===== src/drpu_pkg.sv =====
// Shared types, constants and the CORDIC arctangent table for the pose update block.
// No dependencies; every other file imports this package.
package drpu_pkg;

    localparam int CORDIC_STEPS_DEF = 16;
    localparam int TABLE_LEN        = 24;
    localparam int TIDX_W           = 5;

    // CORDIC datapath widths: x/y carry Q.30 values in rotation mode, z carries Q.30 angles
    localparam int CW = 56;
    localparam int ZW = 34;

    // serial multiplier operand widths
    localparam int MUL_AW = 33;
    localparam int MUL_BW = 34;

    // modulo unit widths
    localparam int MOD_AW = 24;
    localparam int MOD_DW = 15;

    localparam logic [MOD_DW-1:0] TWO_PI_TRUE  = 15'd25736;
    localparam logic [MOD_DW-1:0] TWO_PI_CONST = 15'd25723;
    localparam logic signed [16:0] TWO_PI_TRUE_S  = 17'sd25736;
    localparam logic signed [16:0] PI_TRUE_S      = 17'sd12868;
    localparam logic signed [16:0] HALF_PI_TRUE_S = 17'sd6434;
    localparam logic signed [17:0] PI_CONST_S     = 18'sd12861;
    localparam logic signed [ZW-1:0] HALF_PI_Q30  = 34'sd1686629713;
    localparam logic signed [CW-1:0] GAIN_Q30     = 56'sd652032874;

    typedef enum logic [1:0] {
        MODE_ROTATE = 2'b01,
        MODE_VECTOR = 2'b10
    } cordic_mode_t;

    typedef struct packed {
        logic signed [15:0] turn_angle;
        logic signed [23:0] move_distance;
    } in_t;

    typedef struct packed {
        logic signed [31:0] prev_x;
        logic signed [31:0] prev_y;
        logic signed [31:0] new_x;
        logic signed [31:0] new_y;
        logic        [2:0]  quadrant;
        logic        [31:0] origin_range;
        logic signed [15:0] origin_bearing;
        logic signed [15:0] realign_angle;
        logic signed [15:0] home_turn;
    } out_t;

    function automatic logic signed [ZW-1:0] atan_q30(input logic [TIDX_W-1:0] idx);
        logic signed [ZW-1:0] v;
        case (idx)
            5'd0:  v = 34'sd843314856;
            5'd1:  v = 34'sd497837829;
            5'd2:  v = 34'sd263043836;
            5'd3:  v = 34'sd133525158;
            5'd4:  v = 34'sd67021686;
            5'd5:  v = 34'sd33543515;
            5'd6:  v = 34'sd16775850;
            5'd7:  v = 34'sd8388437;
            5'd8:  v = 34'sd4194282;
            5'd9:  v = 34'sd2097149;
            5'd10: v = 34'sd1048575;
            5'd11: v = 34'sd524287;
            5'd12: v = 34'sd262143;
            5'd13: v = 34'sd131071;
            5'd14: v = 34'sd65535;
            5'd15: v = 34'sd32767;
            5'd16: v = 34'sd16383;
            5'd17: v = 34'sd8191;
            5'd18: v = 34'sd4095;
            5'd19: v = 34'sd2047;
            5'd20: v = 34'sd1023;
            5'd21: v = 34'sd511;
            5'd22: v = 34'sd255;
            5'd23: v = 34'sd127;
            default: v = '0;
        endcase
        return v;
    endfunction

endpackage


===== src/drpu_smod.sv =====
// Serial remainder unit: truncating signed remainder by the divisor taken at start, one bit a cycle.
// Depends on drpu_pkg.
module drpu_smod
    import drpu_pkg::*;
(
    input  logic                     clk,
    input  logic                     rst_n,
    input  logic                     start,
    input  logic signed [MOD_AW-1:0] dividend,
    input  logic        [MOD_DW-1:0] divisor,
    output logic                     done,
    output logic signed [15:0]       remainder
);

    localparam int CNT_W = $clog2(MOD_AW);

    logic [MOD_AW-1:0] mag_reg;
    logic [MOD_DW-1:0] rem_reg;
    logic [MOD_DW-1:0] div_reg;
    logic              neg_reg;
    logic [CNT_W-1:0]  cnt_reg;
    logic              busy_reg;
    logic              done_reg;

    logic [MOD_DW:0]   shifted;
    logic              fits;
    logic [MOD_DW-1:0] rem_next;
    logic signed [15:0] rem_s;

    always_comb
    begin
        shifted  = {rem_reg, mag_reg[MOD_AW-1]};
        fits     = shifted >= {1'b0, div_reg};
        rem_next = fits ? MOD_DW'(shifted - {1'b0, div_reg}) : shifted[MOD_DW-1:0];
        rem_s    = $signed({1'b0, rem_reg});
    end

    assign remainder = neg_reg ? -rem_s : rem_s;
    assign done      = done_reg;

    always_ff @(posedge clk or negedge rst_n)
    begin
        if (!rst_n)
        begin
            busy_reg <= 1'b0;
            done_reg <= 1'b0;
            cnt_reg  <= '0;
        end
        else
        begin
            done_reg <= 1'b0;
            if (start)
            begin
                busy_reg <= 1'b1;
                cnt_reg  <= '0;
            end
            else if (busy_reg)
            begin
                cnt_reg <= cnt_reg + 1'b1;
                if (cnt_reg == CNT_W'(MOD_AW - 1))
                begin
                    busy_reg <= 1'b0;
                    done_reg <= 1'b1;
                end
            end
        end
    end

    always_ff @(posedge clk)
    begin
        if (start)
        begin
            mag_reg <= dividend[MOD_AW-1] ? MOD_AW'(-dividend) : dividend;
            neg_reg <= dividend[MOD_AW-1];
            div_reg <= divisor;
            rem_reg <= '0;
        end
        else if (busy_reg)
        begin
            // shift the next dividend bit in, subtract when it fits
            rem_reg <= rem_next;
            mag_reg <= {mag_reg[MOD_AW-2:0], 1'b0};
        end
    end

endmodule


===== src/drpu_smul.sv =====
// Serial signed multiplier: shift-add over the bits of operand a, one bit a cycle.
// Depends on drpu_pkg.
module drpu_smul
    import drpu_pkg::*;
#(
    parameter int A_W = MUL_AW,
    parameter int B_W = MUL_BW
)
(
    input  logic                     clk,
    input  logic                     rst_n,
    input  logic                     start,
    input  logic signed [A_W-1:0]    op_a,
    input  logic signed [B_W-1:0]    op_b,
    output logic                     done,
    output logic signed [A_W+B_W-1:0] product
);

    localparam int CNT_W = $clog2(A_W);
    localparam int HW    = B_W + 2;

    logic signed [HW-1:0]  hi_reg;
    logic        [A_W-1:0] lo_reg;
    logic signed [B_W-1:0] b_reg;
    logic [CNT_W-1:0]      cnt_reg;
    logic                  busy_reg;
    logic                  done_reg;

    logic signed [HW-1:0]  b_ext;
    logic signed [HW-1:0]  addend;
    logic signed [HW-1:0]  sum;
    logic                  last;

    always_comb
    begin
        b_ext  = {{2{b_reg[B_W-1]}}, b_reg};
        last   = cnt_reg == CNT_W'(A_W - 1);
        // the sign bit of a carries negative weight
        if (!lo_reg[0])
            addend = '0;
        else if (last)
            addend = -b_ext;
        else
            addend = b_ext;
        sum = hi_reg + addend;
    end

    assign product = $signed(A_W'(lo_reg) | ((A_W+B_W)'(hi_reg) << A_W));
    assign done    = done_reg;

    always_ff @(posedge clk or negedge rst_n)
    begin
        if (!rst_n)
        begin
            busy_reg <= 1'b0;
            done_reg <= 1'b0;
            cnt_reg  <= '0;
        end
        else
        begin
            done_reg <= 1'b0;
            if (start)
            begin
                busy_reg <= 1'b1;
                cnt_reg  <= '0;
            end
            else if (busy_reg)
            begin
                cnt_reg <= cnt_reg + 1'b1;
                if (last)
                begin
                    busy_reg <= 1'b0;
                    done_reg <= 1'b1;
                end
            end
        end
    end

    always_ff @(posedge clk)
    begin
        if (start)
        begin
            hi_reg <= '0;
            lo_reg <= op_a;
            b_reg  <= op_b;
        end
        else if (busy_reg)
        begin
            hi_reg <= {sum[HW-1], sum[HW-1:1]};
            lo_reg <= {sum[0], lo_reg[A_W-1:1]};
        end
    end

endmodule


===== src/drpu_isqrt.sv =====
// Serial integer square root: two radicand bits a cycle, one root bit a cycle.
// Depends on drpu_pkg.
module drpu_isqrt
    import drpu_pkg::*;
(
    input  logic        clk,
    input  logic        rst_n,
    input  logic        start,
    input  logic [63:0] radicand,
    output logic        done,
    output logic [31:0] root
);

    logic [63:0] n_reg;
    logic [33:0] rem_reg;
    logic [31:0] root_reg;
    logic [4:0]  cnt_reg;
    logic        busy_reg;
    logic        done_reg;

    logic [34:0] rem_sh;
    logic [34:0] trial;
    logic        fits;

    always_comb
    begin
        rem_sh = {rem_reg[32:0], n_reg[63:62]};
        trial  = {1'b0, root_reg, 2'b01};
        fits   = rem_sh >= trial;
    end

    assign root = root_reg;
    assign done = done_reg;

    always_ff @(posedge clk or negedge rst_n)
    begin
        if (!rst_n)
        begin
            busy_reg <= 1'b0;
            done_reg <= 1'b0;
            cnt_reg  <= '0;
        end
        else
        begin
            done_reg <= 1'b0;
            if (start)
            begin
                busy_reg <= 1'b1;
                cnt_reg  <= '0;
            end
            else if (busy_reg)
            begin
                cnt_reg <= cnt_reg + 1'b1;
                if (cnt_reg == 5'd31)
                begin
                    busy_reg <= 1'b0;
                    done_reg <= 1'b1;
                end
            end
        end
    end

    always_ff @(posedge clk)
    begin
        if (start)
        begin
            n_reg    <= radicand;
            rem_reg  <= '0;
            root_reg <= '0;
        end
        else if (busy_reg)
        begin
            n_reg <= {n_reg[61:0], 2'b00};
            if (fits)
            begin
                rem_reg  <= 34'(rem_sh - trial);
                root_reg <= {root_reg[30:0], 1'b1};
            end
            else
            begin
                rem_reg  <= rem_sh[33:0];
                root_reg <= {root_reg[30:0], 1'b0};
            end
        end
    end

endmodule


===== src/drpu_cordic.sv =====
// Iterative CORDIC unit, one micro-rotation a cycle, in rotation or vectoring mode.
// Depends on drpu_pkg (atan table, widths, mode type).
module drpu_cordic
    import drpu_pkg::*;
#(
    parameter int STEPS = CORDIC_STEPS_DEF
)
(
    input  logic                 clk,
    input  logic                 rst_n,
    input  logic                 start,
    input  cordic_mode_t         mode,
    input  logic signed [CW-1:0] x_init,
    input  logic signed [CW-1:0] y_init,
    input  logic signed [ZW-1:0] z_init,
    output logic                 done,
    output logic signed [CW-1:0] x_out,
    output logic signed [CW-1:0] y_out,
    output logic signed [ZW-1:0] z_out
);

    localparam int NSTEP = (STEPS > TABLE_LEN) ? TABLE_LEN : STEPS;
    localparam int IW    = (NSTEP > 1) ? $clog2(NSTEP) : 1;

    logic signed [CW-1:0] x_reg;
    logic signed [CW-1:0] y_reg;
    logic signed [ZW-1:0] z_reg;
    cordic_mode_t         mode_reg;
    logic [IW-1:0]        cnt_reg;
    logic                 busy_reg;
    logic                 done_reg;

    logic                 dir_pos;
    logic signed [CW-1:0] xs;
    logic signed [CW-1:0] ys;
    logic signed [ZW-1:0] at;

    always_comb
    begin
        if (mode_reg == MODE_ROTATE)
            dir_pos = !z_reg[ZW-1];
        else
            dir_pos = y_reg[CW-1] || (y_reg == '0);
        xs = x_reg >>> cnt_reg;
        ys = y_reg >>> cnt_reg;
        at = atan_q30(TIDX_W'(cnt_reg));
    end

    assign x_out = x_reg;
    assign y_out = y_reg;
    assign z_out = z_reg;
    assign done  = done_reg;

    always_ff @(posedge clk or negedge rst_n)
    begin
        if (!rst_n)
        begin
            busy_reg <= 1'b0;
            done_reg <= 1'b0;
            cnt_reg  <= '0;
            mode_reg <= MODE_ROTATE;
        end
        else
        begin
            done_reg <= 1'b0;
            if (start)
            begin
                busy_reg <= 1'b1;
                cnt_reg  <= '0;
                mode_reg <= mode;
            end
            else if (busy_reg)
            begin
                cnt_reg <= cnt_reg + 1'b1;
                if (cnt_reg == IW'(NSTEP - 1))
                begin
                    busy_reg <= 1'b0;
                    done_reg <= 1'b1;
                end
            end
        end
    end

    always_ff @(posedge clk)
    begin
        if (start)
        begin
            x_reg <= x_init;
            y_reg <= y_init;
            z_reg <= z_init;
        end
        else if (busy_reg)
        begin
            if (dir_pos)
            begin
                x_reg <= x_reg - ys;
                y_reg <= y_reg + xs;
                z_reg <= z_reg - at;
            end
            else
            begin
                x_reg <= x_reg + ys;
                y_reg <= y_reg - xs;
                z_reg <= z_reg + at;
            end
        end
    end

endmodule


===== src/dead_reckoning_pose_update_top.sv =====
// Top level of the dead-reckoning pose update block: sequencer, pose state, output register.
// Depends on drpu_pkg, drpu_smod, drpu_smul, drpu_isqrt and drpu_cordic.
//
// Usage:
//   Input channel (in_valid/in_ready/in_data): one word per robot move, a turn angle
//   (Q4.12 rad, clockwise positive) and a travelled distance (Q16.8 cm).
//   Output channel (out_valid/out_ready/out_data): one word per move with the old and
//   new position, quadrant, range and bearing to the origin, realign angle, home turn.
//   Config channel (cfg_valid/cfg_ready/cfg_data): writes origin_threshold; always ready.
//   Write it only while no move is in flight.
//
// Sequence: a move is processed alone, through serial units in a fixed order:
//   heading remainder, CORDIC rotation, two parallel serial multiplies, two parallel
//   squarings with the realign remainder, square root with CORDIC vectoring alongside,
//   home-turn remainder, then the output step. in_ready rises again as the result
//   moves to the output register, so a new move is taken only once the last one is
//   through. The serial multiplier and root widths set most of the processing time.
//
// Stall: a finished word waits in the output register while out_ready is low; the
// next move is already accepted and processed, and holds in its last step until the
// register frees.
// Reset: heading and position clear to zero, threshold to one, both channels idle.
module dead_reckoning_pose_update_top
    import drpu_pkg::*;
#(
    parameter int CORDIC_STEPS = CORDIC_STEPS_DEF
)
(
    input  logic        clk,
    input  logic        rst_n,
    input  logic        in_valid,
    output logic        in_ready,
    input  in_t         in_data,
    output logic        out_valid,
    input  logic        out_ready,
    output out_t        out_data,
    input  logic        cfg_valid,
    output logic        cfg_ready,
    input  logic [15:0] cfg_data
);

    typedef enum logic [7:0] {
        S_IDLE = 8'b00000001,
        S_HMOD = 8'b00000010,
        S_ROT  = 8'b00000100,
        S_MUL  = 8'b00001000,
        S_SQ   = 8'b00010000,
        S_VEC  = 8'b00100000,
        S_HOME = 8'b01000000,
        S_OUT  = 8'b10000000
    } state_t;

    state_t state_reg, state_next;

    // pose state and configuration
    logic signed [23:0] heading_reg;
    logic signed [31:0] pos_x_reg, pos_y_reg;
    logic [15:0]        thr_reg;

    // per-move working registers
    logic signed [23:0] dist_reg;
    logic signed [31:0] prev_x_reg, prev_y_reg;
    logic               neg_reg;
    logic [2:0]         quad_reg;
    logic signed [15:0] realign_reg;
    logic signed [15:0] bearing_reg;
    logic [31:0]        range_reg;

    out_t               out_reg;
    logic               out_valid_reg;

    // unit hookups
    logic                     mod_start, mod_done;
    logic signed [MOD_AW-1:0] mod_a;
    logic [MOD_DW-1:0]        mod_d;
    logic signed [15:0]       mod_r;

    logic                     cor_start, cor_done;
    cordic_mode_t             cor_mode;
    logic signed [CW-1:0]     cor_x0, cor_y0, cor_x, cor_y;
    logic signed [ZW-1:0]     cor_z0, cor_z;

    logic                     mul_start, mulx_done, muly_done;
    logic signed [MUL_AW-1:0] mulx_a, muly_a;
    logic signed [MUL_BW-1:0] mulx_b, muly_b;
    logic signed [MUL_AW+MUL_BW-1:0] mulx_p, muly_p;

    logic                     sq_start, sq_done;
    logic [63:0]              sq_n;
    logic [31:0]              sq_root;

    logic in_fire;
    assign in_fire   = in_valid && in_ready;
    assign in_ready  = state_reg == S_IDLE;
    assign cfg_ready = 1'b1;
    assign out_valid = out_valid_reg;
    assign out_data  = out_reg;

    // heading update with saturation
    logic signed [24:0] h_sum;
    logic signed [23:0] h_sat;
    always_comb
    begin
        h_sum = $signed({heading_reg[23], heading_reg})
              - $signed({{9{in_data.turn_angle[15]}}, in_data.turn_angle});
        if (h_sum[24] != h_sum[23])
            h_sat = h_sum[24] ? 24'sh800000 : 24'sh7FFFFF;
        else
            h_sat = h_sum[23:0];
    end

    // fold the reduced heading into [-pi/2, pi/2]
    logic signed [16:0] r0, r1, r2, r3;
    logic               fold_neg;
    always_comb
    begin
        r0 = 17'(mod_r);
        r1 = r0[16] ? r0 + TWO_PI_TRUE_S : r0;
        r2 = (r1 > PI_TRUE_S) ? r1 - TWO_PI_TRUE_S : r1;
        fold_neg = 1'b0;
        r3 = r2;
        if (r2 > HALF_PI_TRUE_S)
        begin
            r3 = r2 - PI_TRUE_S;
            fold_neg = 1'b1;
        end
        else if (r2 < -HALF_PI_TRUE_S)
        begin
            r3 = r2 + PI_TRUE_S;
            fold_neg = 1'b1;
        end
    end

    // cos and sin out of the rotation, sign restored
    logic signed [CW-1:0] cos_w, sin_w;
    always_comb
    begin
        cos_w = neg_reg ? -cor_x : cor_x;
        sin_w = neg_reg ? -cor_y : cor_y;
    end

    // position step: round half up from Q.38 to Q.8, then saturate
    logic signed [26:0] tx, ty;
    logic signed [26:0] stx, sty;
    logic signed [32:0] px_sum, py_sum;
    logic signed [31:0] px_new, py_new;
    always_comb
    begin
        tx  = mulx_p[55:29];
        ty  = muly_p[55:29];
        stx = (tx + 27'sd1) >>> 1;
        sty = (ty + 27'sd1) >>> 1;
        px_sum = $signed({pos_x_reg[31], pos_x_reg}) + 33'(stx);
        py_sum = $signed({pos_y_reg[31], pos_y_reg}) + 33'(sty);
        if (px_sum[32] != px_sum[31])
            px_new = px_sum[32] ? 32'sh80000000 : 32'sh7FFFFFFF;
        else
            px_new = px_sum[31:0];
        if (py_sum[32] != py_sum[31])
            py_new = py_sum[32] ? 32'sh80000000 : 32'sh7FFFFFFF;
        else
            py_new = py_sum[31:0];
    end

    // magnitudes and quadrant of the new position
    logic [31:0] ax, ay;
    logic [2:0]  quad_w;
    always_comb
    begin
        ax = px_new[31] ? 32'(-px_new) : px_new;
        ay = py_new[31] ? 32'(-py_new) : py_new;
        if (ax < {16'b0, thr_reg} && ay < {16'b0, thr_reg})
            quad_w = 3'd0;
        else if (px_new > 0)
            quad_w = (py_new > 0) ? 3'd4 : 3'd1;
        else
            quad_w = (py_new > 0) ? 3'd3 : 3'd2;
    end

    // bearing from vectoring: round half up from Q.30 to Q.12, negate
    logic signed [ZW-1:0] z_rnd;
    logic signed [15:0]   bearing_w;
    logic                 pos_zero;
    always_comb
    begin
        z_rnd     = cor_z + ZW'(131072);
        pos_zero  = (pos_x_reg == '0) && (pos_y_reg == '0);
        if (quad_reg == 3'd0 || pos_zero)
            bearing_w = '0;
        else
            bearing_w = -$signed(z_rnd[33:18]);
    end

    logic signed [17:0] home_arg;
    assign home_arg = 18'(realign_reg) - PI_CONST_S + 18'(bearing_w);

    // vectoring inputs: the position scaled up by 2^20 (left-half-plane points are pre-rotated in S_SQ)
    logic signed [CW-1:0] vx, vy;
    always_comb
    begin
        vx = CW'(pos_x_reg) <<< 20;
        vy = CW'(pos_y_reg) <<< 20;
    end

    // unit control
    always_comb
    begin
        mod_start = 1'b0;
        mod_a     = h_sat;
        mod_d     = TWO_PI_TRUE;
        cor_start = 1'b0;
        cor_mode  = MODE_ROTATE;
        cor_x0    = GAIN_Q30;
        cor_y0    = '0;
        cor_z0    = {r3[15:0], 18'b0};
        mul_start = 1'b0;
        mulx_a    = MUL_AW'(dist_reg);
        muly_a    = MUL_AW'(dist_reg);
        mulx_b    = MUL_BW'(cos_w);
        muly_b    = MUL_BW'(sin_w);
        sq_start  = 1'b0;
        sq_n      = 64'(mulx_p) + 64'(muly_p);
        state_next = state_reg;

        case (state_reg)
            S_IDLE:
            begin
                if (in_fire)
                begin
                    mod_start  = 1'b1;
                    state_next = S_HMOD;
                end
            end
            S_HMOD:
            begin
                if (mod_done)
                begin
                    cor_start  = 1'b1;
                    state_next = S_ROT;
                end
            end
            S_ROT:
            begin
                if (cor_done)
                begin
                    mul_start  = 1'b1;
                    state_next = S_MUL;
                end
            end
            S_MUL:
            begin
                // square the new magnitudes and reduce the heading for realign
                mulx_a = {1'b0, ax};
                muly_a = {1'b0, ay};
                mulx_b = {2'b0, ax};
                muly_b = {2'b0, ay};
                mod_a  = heading_reg;
                mod_d  = TWO_PI_CONST;
                if (mulx_done)
                begin
                    mul_start  = 1'b1;
                    mod_start  = 1'b1;
                    state_next = S_SQ;
                end
            end
            S_SQ:
            begin
                cor_mode = MODE_VECTOR;
                cor_x0   = vx;
                cor_y0   = vy;
                cor_z0   = '0;
                if (pos_x_reg[31])
                begin
                    if (!pos_y_reg[31])
                    begin
                        cor_x0 = vy;
                        cor_y0 = -vx;
                        cor_z0 = HALF_PI_Q30;
                    end
                    else
                    begin
                        cor_x0 = -vy;
                        cor_y0 = vx;
                        cor_z0 = -HALF_PI_Q30;
                    end
                end
                if (mulx_done)
                begin
                    sq_start   = 1'b1;
                    cor_start  = 1'b1;
                    state_next = S_VEC;
                end
            end
            S_VEC:
            begin
                mod_a = MOD_AW'(home_arg);
                mod_d = TWO_PI_CONST;
                if (sq_done)
                begin
                    mod_start  = 1'b1;
                    state_next = S_HOME;
                end
            end
            S_HOME:
            begin
                if (mod_done)
                    state_next = S_OUT;
            end
            S_OUT:
            begin
                if (!out_valid_reg || out_ready)
                    state_next = S_IDLE;
            end
            default:
            begin
                state_next = S_IDLE;
            end
        endcase
    end

    always_ff @(posedge clk or negedge rst_n)
    begin
        if (!rst_n)
        begin
            state_reg     <= S_IDLE;
            heading_reg   <= '0;
            pos_x_reg     <= '0;
            pos_y_reg     <= '0;
            thr_reg       <= 16'd1;
            out_valid_reg <= 1'b0;
        end
        else
        begin
            state_reg <= state_next;
            if (cfg_valid)
                thr_reg <= cfg_data;
            if (in_fire)
                heading_reg <= h_sat;
            if (state_reg == S_MUL && mulx_done)
            begin
                pos_x_reg <= px_new;
                pos_y_reg <= py_new;
            end
            // drop the word once taken, raise it when a new one lands
            if (state_reg == S_OUT && (!out_valid_reg || out_ready))
                out_valid_reg <= 1'b1;
            else if (out_ready)
                out_valid_reg <= 1'b0;
        end
    end

    always_ff @(posedge clk)
    begin
        if (in_fire)
        begin
            dist_reg   <= in_data.move_distance;
            prev_x_reg <= pos_x_reg;
            prev_y_reg <= pos_y_reg;
        end
        if (state_reg == S_HMOD && mod_done)
            neg_reg <= fold_neg;
        if (state_reg == S_MUL && mulx_done)
            quad_reg <= quad_w;
        if (state_reg == S_SQ && mulx_done)
            realign_reg <= mod_r;
        if (state_reg == S_VEC && sq_done)
        begin
            bearing_reg <= bearing_w;
            range_reg   <= (quad_reg == 3'd0) ? 32'd0 : sq_root;
        end
        if (state_reg == S_OUT && (!out_valid_reg || out_ready))
        begin
            out_reg.prev_x         <= prev_x_reg;
            out_reg.prev_y         <= prev_y_reg;
            out_reg.new_x          <= pos_x_reg;
            out_reg.new_y          <= pos_y_reg;
            out_reg.quadrant       <= quad_reg;
            out_reg.origin_range   <= range_reg;
            out_reg.origin_bearing <= bearing_reg;
            out_reg.realign_angle  <= realign_reg;
            out_reg.home_turn      <= (quad_reg == 3'd0) ? realign_reg : mod_r;
        end
    end

    drpu_smod u_mod (
        .clk       (clk),
        .rst_n     (rst_n),
        .start     (mod_start),
        .dividend  (mod_a),
        .divisor   (mod_d),
        .done      (mod_done),
        .remainder (mod_r)
    );

    drpu_cordic #(
        .STEPS (CORDIC_STEPS)
    ) u_cordic (
        .clk    (clk),
        .rst_n  (rst_n),
        .start  (cor_start),
        .mode   (cor_mode),
        .x_init (cor_x0),
        .y_init (cor_y0),
        .z_init (cor_z0),
        .done   (cor_done),
        .x_out  (cor_x),
        .y_out  (cor_y),
        .z_out  (cor_z)
    );

    drpu_smul #(
        .A_W (MUL_AW),
        .B_W (MUL_BW)
    ) u_mul_x (
        .clk     (clk),
        .rst_n   (rst_n),
        .start   (mul_start),
        .op_a    (mulx_a),
        .op_b    (mulx_b),
        .done    (mulx_done),
        .product (mulx_p)
    );

    drpu_smul #(
        .A_W (MUL_AW),
        .B_W (MUL_BW)
    ) u_mul_y (
        .clk     (clk),
        .rst_n   (rst_n),
        .start   (mul_start),
        .op_a    (muly_a),
        .op_b    (muly_b),
        .done    (muly_done),
        .product (muly_p)
    );

    drpu_isqrt u_isqrt (
        .clk      (clk),
        .rst_n    (rst_n),
        .start    (sq_start && muly_done),
        .radicand (sq_n),
        .done     (sq_done),
        .root     (sq_root)
    );

endmodule


===== config.mk =====
export PLATFORM = sky130hd
export DESIGN_NAME = dead_reckoning_pose_update_top
export DESIGN_NICKNAME = d
export VERILOG_FILES = /design/src/drpu_pkg.sv /design/src/drpu_smod.sv /design/src/drpu_smul.sv /design/src/drpu_isqrt.sv /design/src/drpu_cordic.sv /design/src/dead_reckoning_pose_update_top.sv
export SDC_FILE = /design/constraint.sdc
export NUM_CORES = 2
export LEC_CHECK = 0
export ABC_AREA = 0
export BUFFER_PORTS_ARGS = -buffer_cell sky130_fd_sc_hd__buf_2
export CAP_MARGIN = 20
export CORE_MARGIN = 4
export CORE_UTILIZATION = 63
export CTS_CLUSTER_SIZE = 20
export DETAILED_ROUTE_END_ITERATION = 8
export PLACE_DENSITY = 0.81
export SLEW_MARGIN = 5
export SYNTH_ARGS = -nofsm -noshare
export SYNTH_HDL_FRONTEND = slang
export SYNTH_SLANG_ARGS = --single-unit

===== constraint.sdc =====
create_clock -name clk -period 11.9 [get_ports clk]
set_input_delay 1.19 -clock clk [delete_from_list [all_inputs] [get_ports clk]]
set_output_delay 1.19 -clock clk [all_outputs]
set_load 0.03 [all_outputs]

# ---- After elaboration in Yosys (flattened, before gate mapping)
# Memories as Yosys holds them, arrays and structs flattened.
# Index checks and enable logic that the tools add are counted.
dict set report word_totals {
  reg_bits 1052
  rom_bits 480
  input_bits 61
  out_inout_bits 214
  wordCells 284
  mem_count 1
}
# memory words word_bits rd rd_ports_with_merged_regs write_ports line
set memory_table {}
lappend memory_table {{(name not given)} 16 30 1 0 0 drpu_pkg.sv:54} ;# case (idx)
dict set report op_classes {
  add_sub_neg 39
  order_cmp 9
  n_eq_ne 25
  n_shift 2
  muxes 123
  bitwise_logic 2
  reduce_logical 26
}
# cell count
set ops {}
lappend ops {{56-bit two-way mux} 12}
lappend ops {{34-bit two-way mux} 8}
lappend ops {{32-bit two-way mux} 8}
lappend ops {{33-bit two-way mux} 7}
lappend ops {{36-bit two-way mux} 4}
lappend ops {{64-bit two-way mux} 2}
lappend ops {{33-bit by 64-bit OR with 64-bit output} 2}
lappend ops {{24-bit two-way mux} 5}
lappend ops {{56-bit adder} 2}
lappend ops {{52-bit negation with 56-bit output} 2}
lappend ops {{56-bit by 4-bit >>> shifter with 56-bit output} 2}
lappend ops {{56-bit subtractor} 2}
lappend ops {{16-bit two-way mux} 5}
lappend ops {{35-bit by 36-bit adder with 36-bit output} 2}
lappend ops {{8-bit two-way mux} 9}
lappend ops {{34-bit negation with 36-bit output} 2}
lappend ops {{34-bit negation} 2}
lappend ops {{32-bit by 26-bit adder with 33-bit output} 2}
lappend ops {{64-bit adder} 1}
lappend ops {{32-bit by 1-bit greater-than comparator with 1-bit output, second input constant} 2}
lappend ops {{32-bit zero test} 2}
lappend ops {{32-bit by 16-bit less-than comparator with 1-bit output} 2}
lappend ops {{32-bit negation} 2}
lappend ops {{8-bit one-hot mux with 8 select lines} 1}
lappend ops {{other kinds (57)} 138}

# ---- Longest topological paths before layout
dict set report logic_depth {
  word_depth 11
  depth_mapped 43
  ltp_nobuf 40
}

# ---- Cells and area by module
# Synthesis repeated with hierarchy kept, for this count alone.
dict set report hier_totals {
  cells_unflattened 9564
  hier_area_um2 86678.1
}
# mod n_inst cells_each area_per_inst_um2 seq_area_each_um2
set modules_own_cells {}
lappend modules_own_cells {dead_reckoning_pose_update_top 1 4107 36749.0 13850.8}
lappend modules_own_cells {drpu_cordic 1 2851 23800.3 4585.6}
lappend modules_own_cells {drpu_smul 2 708 7109.3 2912.8}
lappend modules_own_cells {drpu_isqrt 1 726 7658.6 3398.3}
lappend modules_own_cells {drpu_smod 1 464 4251.6 1676.6}

# ---- Worst setup path after synthesis
# No wires, ideal clock.
dict set report synth_timing {
  path_type {input -> register}
  startpoint {input port out_ready}
  endpoint {register out_reg (netlist bit out_data[0]), enable pin}
  setup_ns 0.788
  t_arrival_ns 10.032
  required_ns 11.112
  path_slack_ns 1.079
  cell_stages 2
  path_buffers 0
  path_cell_list {nor2b_1 nor2_1}
}
dict set report synth_via {
  elab_chain_len 2
}
# element line
set synth_lines {}
lappend synth_lines {{from (decl)} dead_reckoning_pose_update_top.sv:35} ;# input logic out_ready,
lappend synth_lines {{1-bit logical OR} dead_reckoning_pose_update_top.sv:371} ;# if (state_reg == S_OUT && (!out_valid_reg || out_ready))
lappend synth_lines {{1-bit logical AND} dead_reckoning_pose_update_top.sv:371}
lappend synth_lines {{to (decl)} dead_reckoning_pose_update_top.sv:69} ;# out_t out_reg;
# No other way between the ends.
# A chain may end at the register's enable or synchronous reset.

# ---- Worst setup path after layout
dict set report layout_timing {
  startpoint {register u_mul_x.lo_reg[31]}
  endpoint {register quad_reg[2] (data pin)}
}
dict set report layout_via {
  elab_chain_len 9
  word_cells_on_any_way 12
  classes_between {add/sub: 3; order compare: 2; eq/ne: 1; mux: 4; bitwise: 1; reduce/logical: 1}
}
# element line
set layout_lines {}
lappend layout_lines {{from (decl)} drpu_smul.sv:23} ;# logic [A_W-1:0] lo_reg;
lappend layout_lines {{from (signal assigned)} drpu_smul.sv:84} ;# lo_reg <= op_a;
lappend layout_lines {{from (signal assigned)} drpu_smul.sv:90} ;# lo_reg <= {sum[0], lo_reg[A_W-1:1]};
lappend layout_lines {{33-bit by 64-bit OR with 64-bit output (*)} drpu_smul.sv:48} ;# assign product = $signed(A_W'(lo_reg) | ((A_W+B_W)'(hi_reg) << A_W));
lappend layout_lines {{27-bit by 2-bit adder with 27-bit output (*)} dead_reckoning_pose_update_top.sv:151} ;# stx = (tx + 27'sd1) >>> 1;
lappend layout_lines {{32-bit by 26-bit adder with 33-bit output (*)} dead_reckoning_pose_update_top.sv:153} ;# px_sum = $signed({pos_x_reg[31], pos_x_reg}) + 33'(stx);
lappend layout_lines {{32-bit two-way mux or 1-bit != test (tied branches)} {dead_reckoning_pose_update_top.sv:156, dead_reckoning_pose_update_top.sv:155}}
lappend layout_lines {{32-bit two-way mux (*)} dead_reckoning_pose_update_top.sv:155} ;# if (px_sum[32] != px_sum[31])
lappend layout_lines {{32-bit negation} dead_reckoning_pose_update_top.sv:170} ;# ax = px_new[31] ? 32'(-px_new) : px_new;
lappend layout_lines {{32-bit two-way mux} dead_reckoning_pose_update_top.sv:170}
lappend layout_lines {{32-bit by 16-bit less-than comparator with 1-bit output} dead_reckoning_pose_update_top.sv:172} ;# if (ax < {16'b0, thr_reg} && ay < {16'b0, thr_reg})
lappend layout_lines {{1-bit logical AND} dead_reckoning_pose_update_top.sv:172}
lappend layout_lines {{to (signal assigned)} dead_reckoning_pose_update_top.sv:363} ;# quad_reg <= quad_w;
lappend layout_lines {{to (decl)} dead_reckoning_pose_update_top.sv:64} ;# logic [2:0] quad_reg;
# Every way passes the cells marked *; elsewhere a longest branch is shown, timed or not.

==> parameters.txt <==
Parameter                              Value

Detailed routing
  Via Count ... 71870
  Routed length per placed instance ... 25.66 um
  Mean number of vias per cell ... 6.756
  DRC marker count from the first detailed-route iteration ... 10170
  First-pass iteration count of the detailed router ... 9
  Detailed-route DRC error count ... 0
  Final ANT Viol Nets ... 0
  Final routed wirelength across all metal layers ... 272900 um

Synth
  Most frequent cells after synthesis ... 975 x sky130_fd_sc_hd__nand2_1, 762 x sky130_fd_sc_hd__nor2_1, 738 x sky130_fd_sc_hd__edfxtp_1, 720 x sky130_fd_sc_hd__o21ai_0, 596 x sky130_fd_sc_hd__a21oi_1
  Async S/R FF share, synth ... 0.1453
  Share of the synthesized area in the top cell type ... 0.2784
  Proportion of synthesized chip area in sequential cells ... 0.3636
  Number of enable flip-flop cells after synthesis ... between 700 and 800
  Mean instance size in the synthesized netlist ... 9.070 um^2
  Register bit count reported by yosys ... just over 1000
  Number of library cell types mapped by synthesis ... 128
  Synthesized cell area ... approximately 80000 um^2
  Top FF cell, synth ... sky130_fd_sc_hd__edfxtp_1
  Leading area contributor after synthesis ... sky130_fd_sc_hd__edfxtp_1
  Total nets after synthesis ... 9354
  Total number of yosys warnings ... 0
  Most frequent cell after synthesis ... sky130_fd_sc_hd__nand2_1
  Cells after synthesis ... between 8000 and 9000
  Largest cells by area after synthesis ... sky130_fd_sc_hd__edfxtp_1 28%, sky130_fd_sc_hd__ha_1 8.0%, sky130_fd_sc_hd__xnor2_1 5.1%, sky130_fd_sc_hd__dfrtp_1 4.7%, sky130_fd_sc_hd__nand2_1 4.6%

GRT
  Largest net degree at the start of global routing ... about 110
  Total congestion overflow after global routing ... 0
  Via count of the first global-routing pass ... 66280
  First-pass GRT wire length ... a little over 400000 um
  Overall routing resource usage ... 0.4002
  Number of antenna violations at the first check in global routing ... 14

Final layout
  Final core area utilization ... 0.6869
  Growth of design area from synthesis to finish ... 8.354%
  Cell Count, Final, Fillers Out ... about 11000
  Number of nets in the final layout ... between 9000 and 10000
  Flip-flop count of the largest register after layout ... roughly 210
  Fraction of layout cells with a size suffix above 1 ... 0.09803
  Number of filler cells placed in the layout ... 9816
  Register area ... between 20000 and 30000 um^2
  Footprint of the multi-input gates ... 47880 um^2

Pwr
  VDD IR-drop max ... 0.5299 mV
  PD cells ... between 150 and 200 nW/um^2
  Overall power of the completed layout ... roughly 17 mW
  LEAKAGE ... 34.98 nW

Timing
  Count of endpoints failing hold in the final timing report ... 0
  Final clock period utilization by the worst path ... 0.9038
  Final-layout worst hold slack ... ~410 ps
  Final max-slew violation count ... 0
  Worst rel slew slack ... 0.1361
  Clock period minus worst slack ... roughly 11000 ps
  Setup tns final ... 0 ps
  Worst-Margin Slew ... around 1300 ps
  Maximum clock frequency ... 0.09298 GHz
  Layout Skew ... 58.95 ps
  RSZ-0062 raised after global routing ... no
  Number of setup violations in the final report ... 0

Clocking
  Clk_lat worst skew ... roughly 780 ps
  Number of levels the H-tree was split into ... 3
  Hold_buf cts ... 0
  Buffers inserted by post-CTS timing repair ... 0
  TritonCTS clock tree ... built
  TritonCTS Buffers ... approximately 110
  Clock net sink count ... approximately 1000
  Deepest clock path buffer count ... 3
  Clock Root Buffer ... sky130_fd_sc_hd__clkbuf_16
  Quantity of gates resized following cts ... 0
  Clock-pin slew on the worst setup and hold paths ... roughly 60 ps

Critical path
  Most prevalent standard cell on the critical path ... sky130_fd_sc_hd__a21o_1
  Type of the worst setup path ... reg2reg
  Peak fanout along the critical path ... 20
  Largest stage delay, worst path ... between 600 and 700 ps
  Worst path arrival time ... between 10000 and 15000 ps
  Critical path endpoint category ... flop
  Cell with the biggest individual delay on the critical path ... sky130_fd_sc_hd__o31ai_1
  Data required time of the critical path ... 12420 ps
  Crit start category ... flop

Placement
  Count of buffers from port buffering ... around 270
  Cell Count Post-Placement ... 10410
  Final weighted congestion of routability-driven global placement ... between 1 and 1.5
  Sum of net half-perimeters after detailed placement ... 206900 um

Floorplanning
  Full die area ... ~130000 um^2
  Placeable core region ... 125600 um^2
  Number of standard-cell rows in the floorplan ... 130
  Vertical die dimension ... between 300 and 400 um
  Top-level port count ... between 200 and 300
  Horizontal die dimension ... 363.5 um
  Effective utilization at floorplan ... 0.6339

Status
  Run status ... finished, final reports clean

Min path
  Worst hold path type ... reg2reg

Job
  Number of maximum-capacitance constraint violations ... 0
cell families after synthesis:
kind of cell             synth area share
AND/OR/NAND/NOR                    0.1717
AO/OA/AOI/OAI                      0.1881
flip-flops                         0.3636
XOR/XNOR                          0.09220
buffers and inverters             0.03593
adder cells (fa/ha/maj)           0.08230
multiplexers                      0.06602
other                          0.00004711
worst paths after layout:
check                                                  start                         end  slack (ps)  cells past startpoint
min in group asynchronous                              rst_n  u_mul_x.busy_reg$_DFF_PN0_         470                      1
worst max-delay path            u_mul_x.lo_reg[31]$_DFFE_PP_   quad_reg[2]$_SDFFCE_PP0P_        1150                     39
worst min-delay path                bearing_reg[8]$_DFFE_PP_      out_data[40]$_DFFE_PP_         410                      0
worst max register to register  u_mul_x.lo_reg[31]$_DFFE_PP_   quad_reg[2]$_SDFFCE_PP0P_        1150                     39
worst min register to register      bearing_reg[8]$_DFFE_PP_      out_data[40]$_DFFE_PP_         410                      0
max in group asynchronous                              rst_n  u_isqrt.busy_reg$_DFF_PN0_       10000                      2
worst max-delay path: cells and delay by family (launching register included):
| family | cells | cell delay [ps] |
|---|---|---|
| buffers and inverters | 1 | 430 |
| adders and majority gates | 4 | 1530 |
| AOI/OAI and AO/OA | 15 | 3510 |
| DFF | 1 | 450 |
| and+or+nand+nor | 16 | 3880 |
| xor gates and xnor gates | 3 | 660 |
area by class of cell:
| class | count | area share |
|---|---|---|
| clock buffers | 147 | 0.03482 |
| well taps | 1650 | 0.02394 |
| inverters | 303 | 0.01327 |
| repair buffers | 391 | 0.02705 |
| diodes | 10 | 0.0002901 |
| flip-flops and latches | 1039 | 0.3359 |
| clock inverters | 64 | 0.009603 |
| multi-input cells | 7033 | 0.5551 |
report_power, final:
| group | leakage [nW] | total, mW | switching (mW) | internal, mW |
|---|---|---|---|---|
| Clock | 1.83 | 3.67 | 1.60 | 2.06 |
| Combinational | 23.7 | 8.44 | 5.12 | 3.32 |
| Sequential | 9.46 | 4.73 | 0.342 | 4.39 |
metal layers:
| metal | track usage | part of all wire | wire [um] |
|---|---|---|---|
| met5 | 0 | 0.00041 | 113 |
| met4 | 0.1940 | 0.059 | 15970 |
| met3 | 0.08316 | 0.12 | 31870 |
| met2 | 0.5934 | 0.42 | 115300 |
| met1 | 0.5608 | 0.40 | 109600 |
layout by cell type (no fill, tap or decap), drive strengths merged, types with 25 or more instances in the layout:
master,count
o21ai,738
nand4,76
and2,115
nor3,172
dfrtp,148
a31oi,121
a41oi,26
dfxtp,150
nand2b,83
mux2i,228
nor2,763
xor2,362
nand2,976
o21bai,47
or2,47
buf,391
o31ai,85
a21o,200
or4,27
a211oi,73
mux4,107
nor4,56
mux2,50
ha,506
nand3,200
clkinv,42
or3,85
o211ai,73
o41ai,26
clkbuf,147
nor2b,96
edfxtp,738
o22ai,75
xnor2,467
o21a,66
a21boi,37
inv,304
a21oi,598
nand3b,25
and3,110
through the flow:
step / worst slack, ps / cell area (um^2)
after floorplan: 1079 / 79600
after global placement: 1611 / 82270
after detailed placement: 1399 / 82300
after CTS: 1347 / 86130
after global routing: 403.4 / 86230
final: 1145 / 86250
No activity file was read; power rests on OpenSTA's default activity.
